### config.mk
export PLATFORM = sky130hd
export DESIGN_NAME = argb_pulse_symbol_decoder_unit
export DESIGN_NICKNAME = d
export VERILOG_FILES = /design/src/rtl/apsd_pkg.sv /design/src/rtl/apsd_front.sv /design/src/rtl/apsd_queue.sv /design/src/rtl/apsd_back.sv /design/src/rtl/argb_pulse_symbol_decoder_unit.sv
export VERILOG_INCLUDE_DIRS = /design/src /design/src/rtl
export SDC_FILE = /design/constraint.sdc
export NUM_CORES = 1
export LEC_CHECK = 0
export ABC_CLOCK_PERIOD_IN_PS = 5500
export BUFFER_PORTS_ARGS = -buffer_cell sky130_fd_sc_hd__buf_4
export CAP_MARGIN = 25
export CORE_MARGIN = 1.5
export CORE_UTILIZATION = 61
export DETAILED_ROUTE_END_ITERATION = 12
export PLACE_DENSITY_LB_ADDON = 0.1
export SKIP_LAST_GASP = 1
export SYNTH_ARGS = -nofsm -noshare
export SYNTH_HDL_FRONTEND = slang
export SYNTH_SLANG_ARGS = --single-unit
export TNS_END_PERCENT = 100
### constraint.sdc
create_clock -name clk -period 5.5 [get_ports clk]
set_input_delay 1.1 -clock clk [delete_from_list [all_inputs] [get_ports clk]]
set_output_delay 1.1 -clock clk [all_outputs]
set_load 0.005 [all_outputs]
### src/rtl/assert_macros.svh
// ----------------------------------------------------------------------------
// assert_macros.svh
// shared concurrent assertion macros, clocked on clk, off during reset
// ----------------------------------------------------------------------------
`ifndef ASSERT_MACROS_SVH
`define ASSERT_MACROS_SVH

// property that must hold at every clock edge out of reset
`define ASSERT_ALWAYS(label, expr, msg) \
    label: assert property (@(posedge clk) disable iff (!rst_n) (expr)) \
        else $error(msg);

// antecedent in one cycle implies consequent in the next cycle
`define ASSERT_NEXT(label, ante, cons, msg) \
    label: assert property (@(posedge clk) disable iff (!rst_n) (ante) |=> (cons)) \
        else $error(msg);

`endif

### src/rtl/apsd_pkg.sv
// ----------------------------------------------------------------------------
// apsd_pkg
// types and constants shared by the pulse symbol decoder modules
// ----------------------------------------------------------------------------
package apsd_pkg;

    localparam int SYMBOL_W     = 32;
    localparam int DUR_W        = 15;
    localparam int LIMIT_W      = 12;
    localparam int BITS_PER_LED = 24;
    localparam int GATHER_W     = 5;
    localparam int CHANNEL_W    = 8;
    localparam int OUT_DATA_W   = 40;
    localparam int CFG_DATA_W   = 15;
    localparam int QUEUE_DEPTH  = 2;
    localparam int QUEUE_PTR_W  = $clog2(QUEUE_DEPTH);
    localparam int QUEUE_CNT_W  = $clog2(QUEUE_DEPTH + 1);

    localparam logic [DUR_W-1:0]   THRESHOLD_RESET = DUR_W'(8);
    localparam logic [LIMIT_W-1:0] LIMIT_RESET     = LIMIT_W'(41);

    // configuration register indexes
    typedef enum logic [0:0] {
        CFG_WIDTH_THRESHOLD = 1'b0,
        CFG_LED_LIMIT       = 1'b1
    } cfg_index_t;

    // classified symbol passed from the front to the back
    typedef struct packed {
        logic last;
        logic bit_one;
    } sym_t;

    // frame position of the bit assembler
    typedef enum logic [2:0] {
        POS_FIRST  = 3'b001,
        POS_SECOND = 3'b010,
        POS_RUN    = 3'b100
    } pos_t;

endpackage

### src/rtl/apsd_front.sv
// ----------------------------------------------------------------------------
// apsd_front
// accepts pulse symbols, measures the width and classifies it as a bit
// ----------------------------------------------------------------------------
module apsd_front
(
    input  logic                          clk,
    input  logic                          rst_n,
    input  logic [apsd_pkg::DUR_W-1:0]    width_threshold,
    input  logic                          in_valid,
    output logic                          in_ready,
    input  logic [apsd_pkg::SYMBOL_W-1:0] in_word,
    input  logic                          in_last,
    output logic                          sym_valid,
    input  logic                          sym_ready,
    output apsd_pkg::sym_t                sym
);
    import apsd_pkg::*;

    logic              valid_reg;
    logic              valid_next;
    sym_t              sym_reg;
    logic [DUR_W-1:0]  width;

    // level0 high selects duration1, else duration0
    assign width    = in_word[DUR_W] ? in_word[SYMBOL_W-2:DUR_W+1] : in_word[DUR_W-1:0];
    assign in_ready = !valid_reg || sym_ready;

    always_comb
    begin
        valid_next = valid_reg;
        if (in_ready)
        begin
            valid_next = in_valid;
        end
    end

    always_ff @(posedge clk or negedge rst_n)
    begin
        if (!rst_n)
        begin
            valid_reg <= 1'b0;
        end
        else
        begin
            valid_reg <= valid_next;
        end
    end

    always_ff @(posedge clk)
    begin
        if (in_valid && in_ready)
        begin
            sym_reg.bit_one <= (width < width_threshold);
            sym_reg.last    <= in_last;
        end
    end

    assign sym_valid = valid_reg;
    assign sym       = sym_reg;

endmodule

### src/rtl/apsd_queue.sv
// ----------------------------------------------------------------------------
// apsd_queue
// short fifo of classified symbols between front and back
// ----------------------------------------------------------------------------
`include "assert_macros.svh"

module apsd_queue
(
    input  logic           clk,
    input  logic           rst_n,
    input  logic           push_valid,
    output logic           push_ready,
    input  apsd_pkg::sym_t push_data,
    output logic           pop_valid,
    input  logic           pop_ready,
    output apsd_pkg::sym_t pop_data
);
    import apsd_pkg::*;

    sym_t                   mem [QUEUE_DEPTH];
    logic [QUEUE_PTR_W-1:0] wr_ptr_reg;
    logic [QUEUE_PTR_W-1:0] wr_ptr_next;
    logic [QUEUE_PTR_W-1:0] rd_ptr_reg;
    logic [QUEUE_PTR_W-1:0] rd_ptr_next;
    logic [QUEUE_CNT_W-1:0] cnt_reg;
    logic [QUEUE_CNT_W-1:0] cnt_next;
    logic                   do_push;
    logic                   do_pop;

    assign push_ready = (cnt_reg != QUEUE_CNT_W'(QUEUE_DEPTH));
    assign pop_valid  = (cnt_reg != '0);
    assign do_push    = push_valid && push_ready;
    assign do_pop     = pop_valid && pop_ready;
    assign pop_data   = mem[rd_ptr_reg];

    always_comb
    begin
        wr_ptr_next = wr_ptr_reg;
        rd_ptr_next = rd_ptr_reg;
        cnt_next    = cnt_reg;
        if (do_push)
        begin
            wr_ptr_next = (wr_ptr_reg == QUEUE_PTR_W'(QUEUE_DEPTH - 1)) ? '0
                          : wr_ptr_reg + QUEUE_PTR_W'(1);
        end
        if (do_pop)
        begin
            rd_ptr_next = (rd_ptr_reg == QUEUE_PTR_W'(QUEUE_DEPTH - 1)) ? '0
                          : rd_ptr_reg + QUEUE_PTR_W'(1);
        end
        if (do_push && !do_pop)
        begin
            cnt_next = cnt_reg + QUEUE_CNT_W'(1);
        end
        else if (do_pop && !do_push)
        begin
            cnt_next = cnt_reg - QUEUE_CNT_W'(1);
        end
    end

    always_ff @(posedge clk or negedge rst_n)
    begin
        if (!rst_n)
        begin
            wr_ptr_reg <= '0;
            rd_ptr_reg <= '0;
            cnt_reg    <= '0;
        end
        else
        begin
            wr_ptr_reg <= wr_ptr_next;
            rd_ptr_reg <= rd_ptr_next;
            cnt_reg    <= cnt_next;
        end
    end

    always_ff @(posedge clk)
    begin
        if (do_push)
        begin
            mem[wr_ptr_reg] <= push_data;
        end
    end

    `ASSERT_ALWAYS(a_cnt_bound, cnt_reg <= QUEUE_CNT_W'(QUEUE_DEPTH), "queue count overflow")
    `ASSERT_NEXT(a_cnt_track, do_push && !do_pop, cnt_reg == $past(cnt_reg) + QUEUE_CNT_W'(1), "queue count missed a push")
    `ASSERT_NEXT(a_ptr_gap, do_pop && !do_push, cnt_reg == $past(cnt_reg) - QUEUE_CNT_W'(1), "queue count missed a pop")

endmodule

### src/rtl/apsd_back.sv
// ----------------------------------------------------------------------------
// apsd_back
// assembles decoded bits into grb colours and drives the result register
// ----------------------------------------------------------------------------
`include "assert_macros.svh"

module apsd_back
(
    input  logic                             clk,
    input  logic                             rst_n,
    input  logic [apsd_pkg::LIMIT_W-1:0]     led_limit,
    input  logic                             sym_valid,
    output logic                             sym_ready,
    input  apsd_pkg::sym_t                   sym,
    output logic                             res_valid,
    input  logic                             res_ready,
    output logic                             res_led_valid,
    output logic [apsd_pkg::CHANNEL_W-1:0]   res_green,
    output logic [apsd_pkg::CHANNEL_W-1:0]   res_red,
    output logic [apsd_pkg::CHANNEL_W-1:0]   res_blue,
    output logic                             res_frame_end,
    output logic [apsd_pkg::LIMIT_W-1:0]     res_leds
);
    import apsd_pkg::*;

    pos_t                    pos_reg;
    pos_t                    pos_next;
    logic                    held_reg;
    logic                    held_next;
    logic [BITS_PER_LED-1:0] shift_reg;
    logic [BITS_PER_LED-1:0] shift_next;
    logic [GATHER_W-1:0]     gathered_reg;
    logic [GATHER_W-1:0]     gathered_next;
    logic [LIMIT_W-1:0]      leds_reg;
    logic [LIMIT_W-1:0]      leds_next;
    logic [LIMIT_W-1:0]      leds_upd;
    logic [BITS_PER_LED-1:0] colour;
    logic                    done;
    logic                    take;
    logic                    emit;
    logic                    out_valid_reg;
    logic                    out_valid_next;
    logic                    out_led_valid_reg;
    logic [BITS_PER_LED-1:0] out_colour_reg;
    logic                    out_frame_end_reg;
    logic [LIMIT_W-1:0]      out_leds_reg;

    assign sym_ready = !out_valid_reg || res_ready;
    assign take      = sym_valid && sym_ready;
    assign emit      = take && (done || sym.last);

    always_comb
    begin
        pos_next      = pos_reg;
        held_next     = held_reg;
        shift_next    = shift_reg;
        gathered_next = gathered_reg;
        leds_upd      = leds_reg;
        colour        = '0;
        done          = 1'b0;
        if (take)
        begin
            unique case (pos_reg)
                POS_FIRST:
                begin
                    held_next = sym.bit_one;
                    pos_next  = POS_SECOND;
                end
                POS_SECOND:
                begin
                    // a leading one followed by a zero is a stray first symbol
                    if (leds_reg < led_limit)
                    begin
                        if (held_reg && !sym.bit_one)
                        begin
                            shift_next    = {shift_reg[BITS_PER_LED-2:0], sym.bit_one};
                            gathered_next = gathered_reg + GATHER_W'(1);
                        end
                        else
                        begin
                            shift_next    = {shift_reg[BITS_PER_LED-3:0], held_reg, sym.bit_one};
                            gathered_next = gathered_reg + GATHER_W'(2);
                        end
                    end
                    pos_next = POS_RUN;
                end
                POS_RUN:
                begin
                    if (leds_reg < led_limit)
                    begin
                        if (gathered_reg == GATHER_W'(BITS_PER_LED - 1))
                        begin
                            done          = 1'b1;
                            colour        = {shift_reg[BITS_PER_LED-2:0], sym.bit_one};
                            leds_upd      = leds_reg + LIMIT_W'(1);
                            shift_next    = '0;
                            gathered_next = '0;
                        end
                        else
                        begin
                            shift_next    = {shift_reg[BITS_PER_LED-2:0], sym.bit_one};
                            gathered_next = gathered_reg + GATHER_W'(1);
                        end
                    end
                end
                default:
                begin
                    pos_next = POS_FIRST;
                end
            endcase
        end
        leds_next = leds_upd;
        if (take && sym.last)
        begin
            pos_next      = POS_FIRST;
            held_next     = 1'b0;
            shift_next    = '0;
            gathered_next = '0;
            leds_next     = '0;
        end
    end

    always_comb
    begin
        out_valid_next = out_valid_reg;
        if (emit)
        begin
            out_valid_next = 1'b1;
        end
        else if (res_ready)
        begin
            out_valid_next = 1'b0;
        end
    end

    always_ff @(posedge clk or negedge rst_n)
    begin
        if (!rst_n)
        begin
            pos_reg       <= POS_FIRST;
            held_reg      <= 1'b0;
            shift_reg     <= '0;
            gathered_reg  <= '0;
            leds_reg      <= '0;
            out_valid_reg <= 1'b0;
        end
        else
        begin
            pos_reg       <= pos_next;
            held_reg      <= held_next;
            shift_reg     <= shift_next;
            gathered_reg  <= gathered_next;
            leds_reg      <= leds_next;
            out_valid_reg <= out_valid_next;
        end
    end

    always_ff @(posedge clk)
    begin
        if (emit)
        begin
            out_led_valid_reg <= done;
            out_colour_reg    <= colour;
            out_frame_end_reg <= sym.last;
            out_leds_reg      <= leds_upd;
        end
    end

    assign res_valid     = out_valid_reg;
    assign res_led_valid = out_led_valid_reg;
    assign res_green     = out_colour_reg[3*CHANNEL_W-1:2*CHANNEL_W];
    assign res_red       = out_colour_reg[2*CHANNEL_W-1:CHANNEL_W];
    assign res_blue      = out_colour_reg[CHANNEL_W-1:0];
    assign res_frame_end = out_frame_end_reg;
    assign res_leds      = out_leds_reg;

    `ASSERT_ALWAYS(a_gather_bound, gathered_reg < GATHER_W'(BITS_PER_LED), "bit count past one led")
    `ASSERT_NEXT(a_frame_clear, take && sym.last, pos_reg == POS_FIRST && leds_reg == '0 && gathered_reg == '0, "frame end did not clear state")
    `ASSERT_NEXT(a_emit_shown, emit, res_valid, "result lost after emit")

endmodule

### src/rtl/argb_pulse_symbol_decoder_unit.sv
// ----------------------------------------------------------------------------
// argb_pulse_symbol_decoder_unit
// decodes captured led pulse symbols into grb colours per frame
// ----------------------------------------------------------------------------
// a symbol passes the front register, the queue and the result register to reach m_tdata
// throughput: one symbol per cycle unless m_tready stalls the result register
// a stalled result register holds back the back first, the 2-entry queue absorbs the rest
// reset: rst_n clears frame state, queue and valids at once; registers to 8 and 41
// ----------------------------------------------------------------------------
module argb_pulse_symbol_decoder_unit
(
    input  logic                              clk,
    input  logic                              rst_n,
    // symbol stream in
    input  logic                              s_tvalid,
    output logic                              s_tready,
    input  logic [apsd_pkg::SYMBOL_W-1:0]     s_tdata,   // symbol_word[31:0]
    input  logic                              s_tlast,   // frame_last
    // colour stream out
    output logic                              m_tvalid,
    input  logic                              m_tready,
    output logic [apsd_pkg::OUT_DATA_W-1:0]   m_tdata,   // green[7:0], red[15:8],
                                                         // blue[23:16], leds_decoded[35:24],
                                                         // zero[39:36]
    output logic                              m_tuser,   // led_valid
    output logic                              m_tlast,   // frame_end
    // configuration writes
    input  logic                              cfg_valid,
    output logic                              cfg_ready,
    input  apsd_pkg::cfg_index_t              cfg_index,
    input  logic [apsd_pkg::CFG_DATA_W-1:0]   cfg_data
);
    import apsd_pkg::*;

    // configuration registers
    logic [DUR_W-1:0]   threshold_reg;
    logic [LIMIT_W-1:0] limit_reg;

    // front to queue, queue to back
    logic     f_valid;
    logic     f_ready;
    sym_t     f_sym;
    logic     q_valid;
    logic     q_ready;
    sym_t     q_sym;

    // result fields from the back
    logic                 r_led_valid;
    logic [CHANNEL_W-1:0] r_green;
    logic [CHANNEL_W-1:0] r_red;
    logic [CHANNEL_W-1:0] r_blue;
    logic [LIMIT_W-1:0]   r_leds;

    // configuration is taken every cycle; user must write only while idle, not enforced
    assign cfg_ready = 1'b1;

    always_ff @(posedge clk or negedge rst_n)
    begin
        if (!rst_n)
        begin
            threshold_reg <= THRESHOLD_RESET;
            limit_reg     <= LIMIT_RESET;
        end
        else if (cfg_valid && cfg_ready)
        begin
            unique case (cfg_index)
                CFG_WIDTH_THRESHOLD: threshold_reg <= cfg_data[DUR_W-1:0];
                CFG_LED_LIMIT:       limit_reg     <= cfg_data[LIMIT_W-1:0];
                default:             threshold_reg <= threshold_reg;
            endcase
        end
    end

    // front: width measure and threshold compare, one register stage
    apsd_front u_front
    (
        .clk             (clk),
        .rst_n           (rst_n),
        .width_threshold (threshold_reg),
        .in_valid        (s_tvalid),
        .in_ready        (s_tready),
        .in_word         (s_tdata),
        .in_last         (s_tlast),
        .sym_valid       (f_valid),
        .sym_ready       (f_ready),
        .sym             (f_sym)
    );

    // decoupling queue so front and back stall independently
    apsd_queue u_queue
    (
        .clk        (clk),
        .rst_n      (rst_n),
        .push_valid (f_valid),
        .push_ready (f_ready),
        .push_data  (f_sym),
        .pop_valid  (q_valid),
        .pop_ready  (q_ready),
        .pop_data   (q_sym)
    );

    // back: frame position, bit shifting, led count, result register
    apsd_back u_back
    (
        .clk           (clk),
        .rst_n         (rst_n),
        .led_limit     (limit_reg),
        .sym_valid     (q_valid),
        .sym_ready     (q_ready),
        .sym           (q_sym),
        .res_valid     (m_tvalid),
        .res_ready     (m_tready),
        .res_led_valid (r_led_valid),
        .res_green     (r_green),
        .res_red       (r_red),
        .res_blue      (r_blue),
        .res_frame_end (m_tlast),
        .res_leds      (r_leds)
    );

    // pack the result transaction, green in the lowest byte
    assign m_tuser = r_led_valid;
    assign m_tdata = {(OUT_DATA_W - LIMIT_W - 3*CHANNEL_W)'(0), r_leds, r_blue, r_red, r_green};

endmodule

=== Word level (Yosys, flattened, before mapping) ===
Memories as Yosys holds them, arrays and structs flattened.
Cells that the tools add are included.
Widths: inputs -> output; s select.

* Flip-flop bits (word level): 117
* Memory bits (writable): 4
* Memories: 1

* $add $sub $neg: 7
* Order comparisons: 2
* Eq/ne operators: 8
* Multiplexer cells: 38
* Bitwise operators: 1
* Reduce and logical (&&, ||, !) cells: 28

{| class="wikitable"
|+ Memory list
! memory !! depth !! width !! rd ports !! clocked after memory_dff !! wr ports !! line !! RTL
|-
| u_queue.mem || 2 || 2 || 1 || 0 || 1 || apsd_queue.sv:20 || <nowiki>sym_t mem [QUEUE_DEPTH];</nowiki>
|}

{| class="wikitable"
|+ Operator list
! operator !! count
|-
| $mux 23 || 6
|-
| $mux 12 || 5
|-
| $pmux 23 s2 || 1
|-
| $mux 5 || 6
|-
| $lt 15x15->1 || 1
|-
| $mux 15 || 1
|-
| $mux 1 || 13
|-
| $add 12x1->12 const B || 1
|-
| $lt 12x12->1 || 1
|-
| $pmux 5 s2 || 1
|-
| $reduce_bool 2->1 || 5
|-
| $pmux 3 s3 || 1
|-
| $logic_and 1x1->1 || 8
|-
| $reduce_and 2->1 || 4
|-
| $reduce_and 4->1 || 2
|-
| $mux 3 || 2
|-
| $ne 3x1->1 const B || 2
|-
| $add 5x1->5 const B || 1
|-
| $add 5x2->5 const B || 1
|-
| $eq 5x5->1 const B || 1
|-
| $logic_not 1->1 || 5
|-
| $mux 2 || 2
|-
| $eq 3x1->1 const B || 1
|-
| $eq 3x2->1 const B || 1
|-
| 9 further kinds || 12
|}

=== Logic depth before layout (Yosys ltp) ===
* Depth in word-level cells: 8
* Depth in mapped cells: 9

=== Cells and area by module ===
Synthesis repeated with hierarchy kept, for this count alone.

* Cell total of the unflattened synthesis: 502
* Area total of the unflattened synthesis: 6028.3 um^2

{| class="wikitable"
|+ Modules (own cells, without submodules)
! module !! instances !! cells each !! area an instance (um^2) !! sequential area each (um^2)
|-
| apsd_back || 1 || 339 || 3913.8 || 2268.4
|-
| argb_pulse_symbol_decoder_unit || 1 || 66 || 1113.6 || 680.7
|-
| apsd_front || 1 || 73 || 646.9 || 85.1
|-
| apsd_queue || 1 || 24 || 354.1 || 220.2
|}

=== Worst setup path after synthesis ===
Ideal clock, no wire load.

* Path type: in2reg
* Start point: input port m_tready
* End point: register u_back.out_colour_reg[0] (enable)
* Setup time: 402 ps
* Arrival: 3021 ps
* Required time: 5098 ps
* Path slack: 2077 ps
* Cell stages on the path: 6
* Path buffers: 1
* Path through: nand2b_1 > o2111ai_1 > a311oi_2 > o211a_1 > buf_4 > nand2b_1

* Longest elaborated chain between the ends: 5

{| class="wikitable"
|+ RTL lines
! element !! line !! RTL
|-
| from (decl) || argb_pulse_symbol_decoder_unit.sv:21 || <nowiki>input logic m_tready,</nowiki>
|-
| $logic_or 1x1->1 (*) || apsd_back.sv:48 || <nowiki>assign sym_ready = !out_valid_reg || res_ready;</nowiki>
|-
| $logic_and 1x1->1 (*) || apsd_back.sv:49 || <nowiki>assign take = sym_valid && sym_ready;</nowiki>
|-
| $mux 1 || apsd_back.sv:61 || <nowiki>if (take)</nowiki>
|-
| $logic_or 1x1->1 || apsd_back.sv:50 || <nowiki>assign emit = take && (done || sym.last);</nowiki>
|-
| $logic_and 1x1->1 (*) || apsd_back.sv:50 ||
|-
| net u_back.emit || apsd_back.sv:40 || <nowiki>logic emit;</nowiki>
|-
| to (signal assigned) || apsd_back.sv:163 || <nowiki>out_colour_reg <= colour;</nowiki>
|-
| to (decl) || apsd_back.sv:44 || <nowiki>logic [BITS_PER_LED-1:0] out_colour_reg;</nowiki>
|}

The timed path passes the listed nets; every way through them passes the cells marked *.
A chain may end at the register's enable or synchronous reset.

=== Final worst setup path ===
* Start point: register limit_reg[5]
* End point: register u_back.out_colour_reg[20] (enable)

* Longest elaborated chain between the ends: 6

{| class="wikitable"
|+ RTL lines
! element !! line !! RTL
|-
| from (decl) || argb_pulse_symbol_decoder_unit.sv:37 || <nowiki>logic [LIMIT_W-1:0] limit_reg;</nowiki>
|-
| from (signal assigned) || argb_pulse_symbol_decoder_unit.sv:68 || <nowiki>CFG_LED_LIMIT: limit_reg <= cfg_data[LIMIT_W-1:0];</nowiki>
|-
| $lt 12x12->1 || apsd_back.sv:89 || <nowiki>if (leds_reg < led_limit)</nowiki>
|-
| $mux 1 || apsd_back.sv:89 ||
|-
| $mux 1 || apsd_back.sv:63 || <nowiki>unique case (pos_reg)</nowiki>
|-
| $mux 1 || apsd_back.sv:61 ||
|-
| $logic_or 1x1->1 || apsd_back.sv:50 ||
|-
| $logic_and 1x1->1 || apsd_back.sv:50 ||
|-
| net u_back.emit || apsd_back.sv:40 ||
|}

The timed path passes the listed nets, and every way through them passes these cells.

==> metrics.yaml <==
clock_tree:
  cts.sinks: 121
  cts_tree: "yes"
  post_cts_buffers: 0
  cts-root-buf: "clkbuf_8"
  h-tree-depth: 4
  numCtsBuffers: 17
  clk_path_buf_depth: 2
  clock_latency_ns: 0.52
  post_cts_resized: 0
  cts-hold-fix-buffers: 0
  path_clk_slew_ns: 0.06
synth:
  synth_area_per_cell_um2: 11.3
  yosys.area.top_type_share_pct: 30.3
  synth_edf_count: 44
  netlist_instances: 526
  yosys-top-cells-area: "dfrtp_1 (30%), edfxtp_1 (22%), ha_1 (6.1%)"
  yosys_most_used_dff: "dfrtp_1"
  yosysTopAreaCell: "dfrtp_1"
  async_flop_share_pct: 63.6
  syn-cell-area_mm2: 0.00594
  ys_types: 52
  yosysWarnings: 0
  synth-seq-cells: 121
  yosysSeqAreaShare_pct: 54.7
critical_path:
  path_delay_family: "simple AND/OR/NAND/NOR gates"
  worstPathMaxFanout: 39
  crit_type: "flip-flop to flip-flop"
  critPathSlowestCell: "nand2b_2"
  critPathArrivalTime_ns: 3.46
  crit_buf_inv: 3
  cpPeakStageDelay_ns: 0.80
  crit_path_frequent_cell: "buf_4"
  path_cells: "inv_1, ha_1, a21oi_1, nor3_1, a311oi_2, buf_4, o211a_1, buf_4, nand2b_2"
  endpoint_kind: "flip-flop"
  crit_start: "limit_reg[5]$_DFFE_PN1P_"
  r2r_start: "limit_reg[5]$_DFFE_PN1P_"
  cp-start-kind: "flip-flop"
  cp.required_ns: 5.64
timing:
  period_needed_ns: 3.32
  finalHoldViolations: 0
  clock.fmax_ghz: 0.301
  rsz0062_at_grt: "no"
  slew_viol_final: 0
  fin_crit_sh_pct: 60.3
  setup_viol: 0
  slew-limit-headroom_pct: 36.8
  worstMarginPinSlew_ns: 0.947
  clock_skew_ns: 0.0123
  fin_setup_tns_ns: 0
run:
  cap_violations: 0
grt:
  grt_pass1_wl_um: 19500
  grt_antenna_before_repair: 0
  grt_usage_pct: 24.7
  grt_pass1_vias: 4078
  grt_overflow: 0
  grt_max_degree: 78
outcome:
  status: "complete, no violations"
floorplan:
  die_area_mm2: 0.0103
  io_pins: 99
  die_x_um: 102
  start_util_pct: 63.7
  fp-row-count: 35
  die_h_um: 102
  coreArea_mm2: 0.00933
cells_and_area:
  multi_input_area_mm2: 0.00244
  final_common_cell: "buf_4"
  num-nets-final: 700
  fill_cells: 569
  final_cell_mix: "buf_4 (98), dfrtp_1 (72), nand2_1 (52), edfxtp_1 (44), and2_1 (39)"
  antennaDiodeCount: 0
  fin_util_pct: 79.1
  drive_gt1_share_pct: 27.3
  seqCellArea_mm2: 0.00325
  synthToLayoutAreaGrowth_pct: 24.1
  largest_register_ffs: 24
detailed_routing:
  ant_nets: 0
  route.detailed.drc: 0
  vias_per_cell: 5.64
  wl_per_cell_um: 15.5
  wl_um: 11700
  drtIter0Drc: 281
  vias: 4277
  dr.pass1.iters: 5
hold_path:
  min-delay-path-class: "input pin to asynchronous set/reset pin"
placement:
  hpwl_um: 7810
  place_congestion: 0.821
  io_buffers: 92
power:
  cellLeakagePower_nw: 3.33
  ir_worst_vdd_v: 0.000288
  p_total_mw: 3.56
  powerDensity_mw_per_mm2: 483
## worst paths after layout
| kind | endpoint | slack, ns | depth (start not counted) |
|---|---|---|---|
| setup / recovery | u_back.out_colour_reg[20]$_SDFFCE_PN0P_ | 2.18 | 9 |
| min in group clk | u_queue.mem[0][1]$_DFFE_PP_ | 0.45 | 0 |
| max in group asynchronous | limit_reg[0]$_DFFE_PN1P_ | 4.52 | 2 |
| setup reg to reg | u_back.out_colour_reg[20]$_SDFFCE_PN0P_ | 2.18 | 9 |
| hold reg to reg | u_queue.mem[0][1]$_DFFE_PP_ | 0.45 | 0 |
| hold / removal | u_queue.wr_ptr_reg$_DFFE_PN0P_ | 0.39 | 1 |
## per-layer routing
layer	global-route usage (%)	vias up	part of all wire (%)
met3	6.76	25	6.9
li1	-	2055	-
met2	38.9	190	49
met4	11.2	0	2.5
met1	32.1	2007	42
met5	0	-	0
## worst reg2reg max path: stages, from the launching register on
cell      delay, ns
dfstp_2        0.52
inv_1          0.06
ha_1           0.33
a21oi_1        0.16
nor3_1         0.09
a311oi_2       0.28
buf_4          0.25
o211a_1        0.17
buf_4          0.26
nand2b_2       0.81
## synthesized netlist by cell type (all sizes together), types with 3 or more instances
cell and instances:
ha 29, xnor2 14, o21ai 48, clkbuf 12, a21o 9, and2 39, nand4 4, nor2 10
buf 19, mux2 28, nand2b 6, mux2i 6, a21oi 14, dfrtp 72, inv 30, nand3b 3
and3 11, o221ai 19, nand3 14, edfxtp 44, nor3b 3, nand2 53, nor3 4, dfstp 5
xor2 3
## per-stage QoR
| step | hold slack [ns] | instance area (um2) | worst slack [ns] | cells |
|---|---|---|---|---|
| after floorplan | 0.421 | 5960 | 2.08 | 529 |
| after global placement | 0.425 | 6710 | 1.87 | 725 |
| after detailed placement | 0.435 | 6710 | 1.79 | 725 |
| after CTS | 0.450 | 7320 | 2.21 | 757 |
| after global routing | 0.367 | 7370 | 2.04 | 759 |
| final | 0.387 | 7370 | 2.18 | 759 |
## logic make-up (layout without fill, tap and decap cells)
family | after synthesis | in the layout | synth area share [%]
other | 2 | 5 | 0.126
AOI/OAI and AO/OA | 108 | 108 | 11.9
adders and majority gates | 29 | 29 | 6.10
DFF | 121 | 121 | 54.7
xor gates and xnor gates | 17 | 17 | 2.50
muxes | 34 | 34 | 6.38
buffers and inverters | 61 | 162 | 4.55
and+or+nand+nor | 154 | 154 | 13.7
## area by class of cell
cell class	count	area share, %
Clock inverter	14	2.51
Timing Repair Buffer	100	10.7
Tap cell	129	2.19
Inverter	30	1.53
Clock buffer	18	5.80
Sequential cell	121	44.1
Multi-Input combinational cell	347	33.1
## power breakdown
part           internal, mW  total (mW)  switching (mW)
clock                 0.713        1.14           0.423
sequential             1.23        1.40           0.164
combinational         0.442        1.03           0.588
(Power assumes the default switching activity.)
